$ cat config.mk
export PLATFORM = sky130hd
export DESIGN_NAME = hti_ram
export DESIGN_NICKNAME = d
export VERILOG_FILES = /design/src/rtl/core/assert_macros.svh /design/src/rtl/core/hti_ram.sv
export SDC_FILE = /design/constraint.sdc
export NUM_CORES = 1
export LEC_CHECK = 0
export BUFFER_PORTS_ARGS = -buffer_cell sky130_fd_sc_hd__buf_2
export CELL_PAD_IN_SITES_DETAIL_PLACEMENT = 1
export CELL_PAD_IN_SITES_GLOBAL_PLACEMENT = 1
export CORE_MARGIN = 4
export CORE_UTILIZATION = 42
export DETAILED_ROUTE_END_ITERATION = 16
export GPL_TIMING_DRIVEN = 1
export PLACE_DENSITY_LB_ADDON = 0.1
export RECOVER_POWER = 50
export SLEW_MARGIN = 20
export SYNTH_ARGS = -nofsm -noshare
export SYNTH_HDL_FRONTEND = slang
export SYNTH_SLANG_ARGS = --single-unit
$ cat constraint.sdc
create_clock -name clk -period 1.9 [get_ports clk]
set_input_delay 0 -clock clk [delete_from_list [all_inputs] [get_ports clk]]
set_output_delay 0 -clock clk [all_outputs]
set_load 0.01 [all_outputs]
$ cat src/rtl/core/assert_macros.svh
// Assertion macros shared by the RTL; define ASSERT_OFF to drop them.
`ifndef ASSERT_MACROS_SVH
`define ASSERT_MACROS_SVH

`ifndef ASSERT_OFF

// Same-cycle implication
`define ASSERT_IMPLY(lbl, clk, rst_n, ante, cons) \
    lbl: assert property (@(posedge clk) disable iff (!rst_n) (ante) |-> (cons)) \
        else $error("same-cycle implication failed");

// Next-cycle implication
`define ASSERT_NEXT(lbl, clk, rst_n, ante, cons) \
    lbl: assert property (@(posedge clk) disable iff (!rst_n) (ante) |=> (cons)) \
        else $error("next-cycle implication failed");

`else

`define ASSERT_IMPLY(lbl, clk, rst_n, ante, cons)
`define ASSERT_NEXT(lbl, clk, rst_n, ante, cons)

`endif

`endif

$ cat src/rtl/core/hti_ram.sv
module hti_ram #(
    parameter int WIDTH = 8,
    parameter int DEPTH = 16
) (
    input  logic                     clk,
    input  logic                     we,
    input  logic [$clog2(DEPTH)-1:0] addr,
    input  logic [WIDTH-1:0]         wdata,
    output logic [WIDTH-1:0]         rdata
);

    logic [WIDTH-1:0] mem [DEPTH];
    logic [WIDTH-1:0] rdata_reg;

    always_ff @(posedge clk)
    begin
        if (we)
        begin
            mem[addr] <= wdata;
        end
        rdata_reg <= mem[addr];
    end

    assign rdata = rdata_reg;

endmodule

==> reports/qor.txt <==
outcome = complete, no violations
Mapped Area = 0.00507 mm²
#FFs+latches synth = 136
IO Count = 22
clk sink count = 136
flip-flop count of the largest register after layout = 128
worst min path class = in2reg
slew margin rel. = 51.8%
total of max-cap violations = 0
Gates resized, CTS repair = 0
post-layout util = 52.8%
Clock Tree Root = clkbuf_16
DR WL/cell = 23.1 µm
die area = 0.0139 mm²
endpoints failing hold = 0
TritonCTS clock tree = yes
pin count of the biggest net entering global routing = 24
Post-synth EDFFs = 128
Max IR drop VDD = 0.638 mV
core area = 0.0116 mm²
Clock transition at path regs = 50 ps
count leader, synth = edfxtp_1
required time of the worst setup path = 2190 ps
Final TNS setup = 0 ps
GR Overflow Total = 0
CP Launch Type = flop
mean post-synth cell area = 22.0 µm²
post-synthesis cell count = 230
Area Growth Syn to Fin = 21.1%
Setup Skew = 6.77 ps
Power per Cell Area = 1120 mW/mm²
total CTS buffers = 17
cell depth of the worst flop-to-flop path = 3
RSZ-0062 raised after global routing = no
R2R Setup Slk = 480 ps
top_reg_cell synth = edfxtp_1
area leader, netlist = edfxtp_1
R2R Path End = rdata[3]$_DFF_P_
crit path time final = 1420 ps
fin crit share = 74.9%
vias in the first global route = 2645
share of flip-flops with an asynchronous set or reset = 0%
sequential-to-total area share from yosys stat = 79.0%
initial core utilization = 43.6%
synth cell count leaders = 128 x edfxtp_1, 32 x mux4_2, 16 x a22oi_1, 13 x nor2_1, 9 x nand2_1
Max Fanout on Critical Path = 1
wire length of the first global-routing pass = 16.1 mm
Clock Latency Late Sink = 410 ps
Routability Congestion = 0.710
Crit Path Category = reg2reg
row cnt = 39
Vias/cell = 5.41
hold slack = 272 ps
final setup fails = 0
PortBufs = 21
NumNets Final = 304
initial DRC count = 166
GRT Resource Usage Total = 16.1%
reg2reg start = mem[2][3]$_DFFE_PP_
syn nets = 244
crit path DAT = 1710 ps
H-tree Lvls = 4
Layout fillers = 1026
drt total wl = 10.3 mm
die width = 118 µm
Tightest Pin Transition = 723 ps
Max Clock Freq = 702 MHz
Yosys Warn Count = 0
fin. max-slew vios = 0
diodes inserted = 0
Vias = 2412
Max clock buf depth = 2
die height = 118 µm
LEAKAGE = 2.03 nW
First-pass DRT Iterations = 4
initial antenna violation count = 0
Worst Hold Depth = 4
crit path to = rdata[3]$_DFF_P_
Yosys top cell area share = 75.9%
Setup crit end kind = flop
Post-route DRC = 0
hpwl dp = 6.76 mm
Synth area leaders = edfxtp_1 76%, mux4_2 14%, dfxtp_1 3.2%
Final ANT Viol Nets = 0
worst setup path startpoint = mem[2][3]$_DFFE_PP_
Synth cell types = 18
proportion of layout cells with a drive suffix above 1 = 30.4%
-- critical path: stages, from the launching register on --
cell	delay, ps
edfxtp_1	370
mux4_2	480
a22oi_1	380
nand2_1	90
-- routing by layer --
metal	share of wire, %	routed length, µm	up-vias	global-route usage [%]
met2	49	5010	58	24.6
met5	0	0	-	0
met4	1.4	149	0	6.81
met1	44	4580	1254	21.6
li1	-	-	1084	-
met3	5.3	550	16	4.95
-- layout by cell type, fill, tap and decap left out, drive strengths merged --
cell         instances
edfxtp             128
buf                 34
mux4                32
clkbuf              30
a22oi               16
nor2                13
nand2                9
dlygate4sd3          8
dfxtp                8
clkinv               8
nor3                 4
bufinv               3
nor2b                2
nand3b               2
nand2b               2
and2                 1
nand3                1
or3b                 1
clkinvlp             1
-- kinds of logic after synthesis --
kind of cell / count (synthesis) / synth area share [%]
buffers and inverters: 11 / 1.19
DFF: 136 / 79.0
and+or+nand+nor: 35 / 3.21
muxes: 32 / 14.2
AOI/OAI and AO/OA: 16 / 2.37
-- metrics by stage --
step	setup WS (ps)	cells	total power (W)	cell area, µm²
2_1_floorplan	407	230	0.00361	5070
3_3_place_gp	421	406	0.00377	5500
3_5_place_dp	443	406	0.00378	5500
4_1_cts	473	446	0.00696	6150
5_1_grt	459	446	0.00714	6140
6_report	476	446	0.00688	6140
-- area by class of cell --
class                      count  area (µm²)  area share, %
timing repair buffer          52         380           6.20
tap                          143         179           2.92
clock buffer                  20         437           7.12
sequential                   136        4000           65.3
clock inverter                12         133           2.16
multi-input combinational     83        1000           16.4
-- worst min path at each step --
stage               slack (ps)             endpoint        startpoint
floorplan                  100  mem[0][0]$_DFFE_PP_          wdata[0]
global placement           400             rdata[4]  rdata[4]$_DFF_P_
detailed placement         400             rdata[6]  rdata[6]$_DFF_P_
CTS                        190     rdata[3]$_DFF_P_           addr[2]
global route               260     rdata[3]$_DFF_P_           addr[3]
finish                     270     rdata[3]$_DFF_P_           addr[3]
-- power by group --
part	internal [W]	total (W)	switching [W]
logic	0.000149	0.000337	0.000189
clock network	0.00203	0.00316	0.00113
registers	0.00336	0.00338	0.0000237
-- repair_timing --
| item | 4_1_cts | 5_1_grt |
|---|---|---|
| buffers inserted | 0 | 0 |
| hold endpoints to repair | 128 | 0 |
| hold buffers | 8 | 0 |
Power figures use the tool's default switching activity.
