`src/rtl/core/assert_macros.svh`:
```
// Assertion macros shared by the RTL; define ASSERT_OFF to drop them.
`ifndef ASSERT_MACROS_SVH
`define ASSERT_MACROS_SVH

`ifndef ASSERT_OFF

// Same-cycle implication
`define ASSERT_IMPLY(lbl, clk, rst_n, ante, cons) \
    lbl: assert property (@(posedge clk) disable iff (!rst_n) (ante) |-> (cons)) \
        else $error("same-cycle implication failed");

// Next-cycle implication
`define ASSERT_NEXT(lbl, clk, rst_n, ante, cons) \
    lbl: assert property (@(posedge clk) disable iff (!rst_n) (ante) |=> (cons)) \
        else $error("next-cycle implication failed");

`else

`define ASSERT_IMPLY(lbl, clk, rst_n, ante, cons)
`define ASSERT_NEXT(lbl, clk, rst_n, ante, cons)

`endif

`endif

```
`src/rtl/core/hti_pkg.sv`:
```
package hti_pkg;

    localparam int VERTEX_DEPTH = 4096;
    localparam int HEXA_COUNT   = 1024;
    localparam int CORNERS      = 8;
    localparam int SLOT_COUNT   = HEXA_COUNT * CORNERS;
    localparam int VA_W         = $clog2(VERTEX_DEPTH);
    localparam int SA_W         = $clog2(SLOT_COUNT);
    localparam int K_W          = $clog2(CORNERS);

    localparam int CMD_W        = 2;
    localparam int ADDR_W       = 13;
    localparam int COORD_W      = 32;
    localparam int VERT_W       = 3 * COORD_W;
    localparam int CV_W         = 12;
    localparam int WGT_W        = 16;
    localparam int TAG_W        = 16;
    localparam int IN_DATA_W    = 192;
    localparam int OUT_DATA_W   = 112;

    // Shape-function arithmetic
    localparam int FACT_W       = WGT_W + 2;
    localparam int FAB_W        = 2 * FACT_W;
    localparam int WPROD_W      = FAB_W + FACT_W;
    localparam int CW_W         = 29;
    localparam int PROD_W       = COORD_W + CW_W;
    localparam int ACC_W        = 64;
    localparam int ONE_Q12      = 4096;
    localparam int CW_SHIFT     = 18;
    localparam int RES_SHIFT    = 21;

    localparam logic signed [FACT_W-1:0]  ONE_F   = FACT_W'(ONE_Q12);
    localparam logic signed [WPROD_W-1:0] CW_HALF = WPROD_W'(1) <<< (CW_SHIFT - 1);
    localparam logic signed [ACC_W-1:0]   RES_HALF = ACC_W'(1) <<< (RES_SHIFT - 1);
    localparam logic signed [ACC_W-1:0]   SAT_HI  =
        (ACC_W'(1) <<< (COORD_W - 1)) - ACC_W'(1);
    localparam logic signed [ACC_W-1:0]   SAT_LO  = ~SAT_HI;

    // Corner signs, bit k for corner k: 1 means (1 + w), 0 means (1 - w)
    localparam logic [CORNERS-1:0] SIGN_A = 8'b0110_0110;
    localparam logic [CORNERS-1:0] SIGN_B = 8'b1100_1100;
    localparam logic [CORNERS-1:0] SIGN_C = 8'b0000_1111;

    typedef enum logic [CMD_W-1:0] {
        CMD_VERTEX = 2'd0,
        CMD_CORNER = 2'd1,
        CMD_INTERP = 2'd2
    } cmd_t;

    typedef enum logic [1:0] {
        ST_IDLE,
        ST_RUN,
        ST_WAIT,
        ST_FINISH
    } state_t;

    typedef struct packed {
        logic valid;
        logic first;
        logic last;
    } hti_ctl_t;

endpackage

```
`src/rtl/core/hti_weight.sv`:
```
module hti_weight
    import hti_pkg::*;
(
    input  logic                    clk,
    input  logic [K_W-1:0]          k,
    input  logic signed [WGT_W-1:0] wa,
    input  logic signed [WGT_W-1:0] wb,
    input  logic signed [WGT_W-1:0] wc,
    output logic signed [CW_W-1:0]  cw
);

    logic signed [FACT_W-1:0]  ext_a, ext_b, ext_c;
    logic signed [FACT_W-1:0]  fa, fb, fc;
    logic signed [FAB_W-1:0]   fab_reg;
    logic signed [FACT_W-1:0]  fc_reg;
    logic signed [WPROD_W-1:0] wfull;
    logic signed [WPROD_W-1:0] wround;
    logic signed [WPROD_W-1:0] wshift;
    logic signed [CW_W-1:0]    cw_reg;

    assign ext_a = FACT_W'(wa);
    assign ext_b = FACT_W'(wb);
    assign ext_c = FACT_W'(wc);

    assign fa = SIGN_A[k] ? ONE_F + ext_a : ONE_F - ext_a;
    assign fb = SIGN_B[k] ? ONE_F + ext_b : ONE_F - ext_b;
    assign fc = SIGN_C[k] ? ONE_F + ext_c : ONE_F - ext_c;

    // Fold the 1/8 into the rounding shift: Q.36 down to Q.21
    assign wfull  = fab_reg * fc_reg;
    assign wround = wfull + CW_HALF;
    assign wshift = wround >>> CW_SHIFT;

    always_ff @(posedge clk)
    begin
        fab_reg <= fa * fb;
        fc_reg  <= fc;
        cw_reg  <= CW_W'(wshift);
    end

    assign cw = cw_reg;

endmodule

```
`config.mk`:
```
export PLATFORM = sky130hd
export DESIGN_NAME = hti_weight
export DESIGN_NICKNAME = d
export VERILOG_FILES = /design/src/rtl/core/assert_macros.svh /design/src/rtl/core/hti_pkg.sv /design/src/rtl/core/hti_weight.sv
export SDC_FILE = /design/constraint.sdc
export NUM_CORES = 2
export LEC_CHECK = 0
export ABC_AREA = 1
export BUFFER_PORTS_ARGS = -buffer_cell sky130_fd_sc_hd__clkbuf_2
export CAP_MARGIN = 20
export CORE_ASPECT_RATIO = 0.6
export CORE_MARGIN = 2
export CORE_UTILIZATION = 50
export DETAILED_ROUTE_END_ITERATION = 16
export PLACE_DENSITY_LB_ADDON = 0.15
export SYNTH_ARGS = -nofsm -noshare
export SYNTH_HDL_FRONTEND = slang
export SYNTH_SLANG_ARGS = --single-unit
```
`constraint.sdc`:
```
create_clock -name clk -period 7 [get_ports clk]
set_input_delay 1.4 -clock clk [delete_from_list [all_inputs] [get_ports clk]]
set_output_delay 1.4 -clock clk [all_outputs]
set_load 0.01 [all_outputs]
```
==> metrics.txt <==
Hold WC Path Type in2reg; Placed Cells 5996; dpl hpwl 104600 um; post-place setup slack -875.2 ps; period utilisation layout 1.028; # IOs 81; critical path class in2reg; slowest stage cell, crit path fa_1; Req. time, crit path 7320 ps; TritonRoute pass-1 iters 6; clock period minus worst slack 7195 ps; Pins Over Slew Limit 0; CP startpoint kind input pin; max-cap violation count 0; clock edge transition at the registers on the reported setup and hold paths 70 ps; GRT overflow 0; sequential share of the synthesized area 0.04499; EDFF count, synth 0; H-tree Lvls 3; TritonCTS Sinks 82; Post-route DRC 0; synth warn 0; achievable frequency 0.1390 GHz; drt total wl 119000 um; clk_skew 11.77 ps; largest net degree at the start of global routing 40; number of global-route vias before repair 31530; most frequent cells in the layout inv_1 (1246), nand2_1 (1146), fa_1 (845); Worst path most repeated cell fa_1; first-pass GRT wire length 186200 um; WL met1 56060 um; area of the multi-input gates 0.03074 mm2; crit-path max cell delay 530 ps; port buffer count 80; Routed wire per std cell 19.62 um; hold_sp wc[0]; ys async rst share 0; failing checks negative setup slack; CTS Buf Count 9; fillers 6457; commonest non-fill, non-tap cell in the layout inv_1; Post-DRT Antenna Nets 0; routed length on met3 21610 um; Worst-Margin Slew 824.2 ps; Unique masters post-synth 47; Final Core Density 0.6126; Tot GR Track Use 0.3320; Initial Util 0.5069; final worst slack -194.6 ps; hold_buf cts 0; iteration-0 DRC count of the detailed router 2449; die area 0.07522 mm2; Antenna Cells 0; routed vias/inst 5.049; RR Startpoint fc_reg[0]; CTS root buf clkbuf_16; Synthesized Nets 5824; share of cells above drive strength 1 0.1934; Max Root-Sink Buffers 2; Final nets 6268; Final setup viols 16; routed vias 30630; CP arrival 7520 ps; initial antenna violation count 0; Layout area overhead 20.86%; status finished with violations; Final Wtd Congestion 1.022; Post-Synthesis Cells 4643; Post-Syn Area 0.03649 mm2; core area 0.07198 mm2; Die Ht 213.3 um; crit path launch wb[1]; syn avg cell area 7.859 um2; FP Rows 76; Reg area 0.001648 mm2; CP Max Fanout 6; ys flop type dfxtp_1; max reg flops 36; worst skew pair latency 380 ps; Final Non-Filler Cells 6067; CTS tree yes; Crit. End Element register; FF+latch count, synth 82; Die X 352.7 um; RSZ-0062 raised after global routing true; DR top layer met5; Final Hold Vio Count 0; metal2 WL 40320 um; max_slew headroom 0.4498
final cells by class:
| cell class | count | area share |
|---|---|---|
| multi-input combinational | 3061 | 0.6971 |
| clock inverter | 6 | 0.001220 |
| clock buffer | 10 | 0.005419 |
| timing repair buffer | 607 | 0.1164 |
| sequential | 82 | 0.03737 |
| inverter | 1326 | 0.1148 |
| tap | 975 | 0.02766 |
stage by stage:
| stage | TNS, ps | area (um2) | hold slack (ps) |
|---|---|---|---|
| after CTS | -501.5 | 42660 | 1126 |
| after global routing | -5288 | 44100 | 1121 |
| after global placement | -14140 | 41470 | 1309 |
| after detailed placement | -14810 | 41470 | 1321 |
| final | -1596 | 44100 | 1143 |
| after floorplan | -27.77 | 36700 | 793.7 |
routing by layer:
metal	vias up	track usage
li1	14040	-
met1	15070	0.5073
met2	1448	0.3930
met3	71	0.2089
met4	4	0.02431
met5	-	0.02581
Yosys cell counts, types with 2 or more instances:
master	count	area (um2)
a21oi_1	89	445.4
ha_1	259	3241
nor3_1	21	105.1
o211ai_1	4	30.03
nand4_1	29	181.4
or2_1	2	12.51
o31ai_1	3	22.52
buf_1	23	86.33
buf_6	6	67.56
inv_2	15	56.30
o21ai_0	59	295.3
or2_2	6	37.54
a21o_1	10	75.07
nand2_2	10	62.56
nand2_1	1206	4527
nor4_1	5	31.28
a21boi_0	7	52.55
buf_4	9	67.56
clkinv_1	3	11.26
xor2_2	4	65.06
buf_2	20	100.1
nor2_2	4	25.02
clkbuf_1	116	435.4
o21a_1	9	67.56
a31oi_1	3	18.77
nand3b_1	4	30.03
xnor2_1	11	96.34
o21ai_1	3	15.01
inv_1	1307	4906
nor2_1	266	998.5
o21bai_1	16	120.1
xor2_1	55	481.7
xor2_4	2	55.05
dfxtp_1	82	1642
nand3_2	3	30.03
nand3_1	92	460.4
fa_1	870	17420
critical path, delay by kind of cell:
kind          cells  cell delay [ps]
fa+ha+maj         8             3530
simple gates     15             1490
buf+inv          12             1080
what timing repair did:
action / 4_1_cts / 5_1_grt
pin swaps: 64 / 182
gates resized for setup: 175 / 343
endpoints found under the setup margin: 21 / 36
gates cloned: 2 / 0
setup buffers: 25 / 40
worst paths after layout:
kind	depth (start not counted)	end	slack, ps
worst min-delay path	1	fc_reg[0]	1140
worst min register to register	8	cw[28]	1380
worst max register to register	24	cw[14]	330
worst max-delay path	35	fab_reg[31]	-190
kinds of logic (layout without fill, tap and decap cells):
kind of cell               count (synthesis)  in the layout  synth area share
AOI/OAI and AO/OA                        206            206           0.03234
xor gates and xnor gates                  72             72           0.01913
and+or+nand+nor                         1654           1654            0.1802
adders and majority gates               1129           1129            0.5661
buffers and inverters                   1500           1949            0.1572
DFF                                       82             82           0.04499
Power is left out: the tool's default activity adds up to more than one toggle a clock period on the data nets, which glitch-free logic cannot reach.
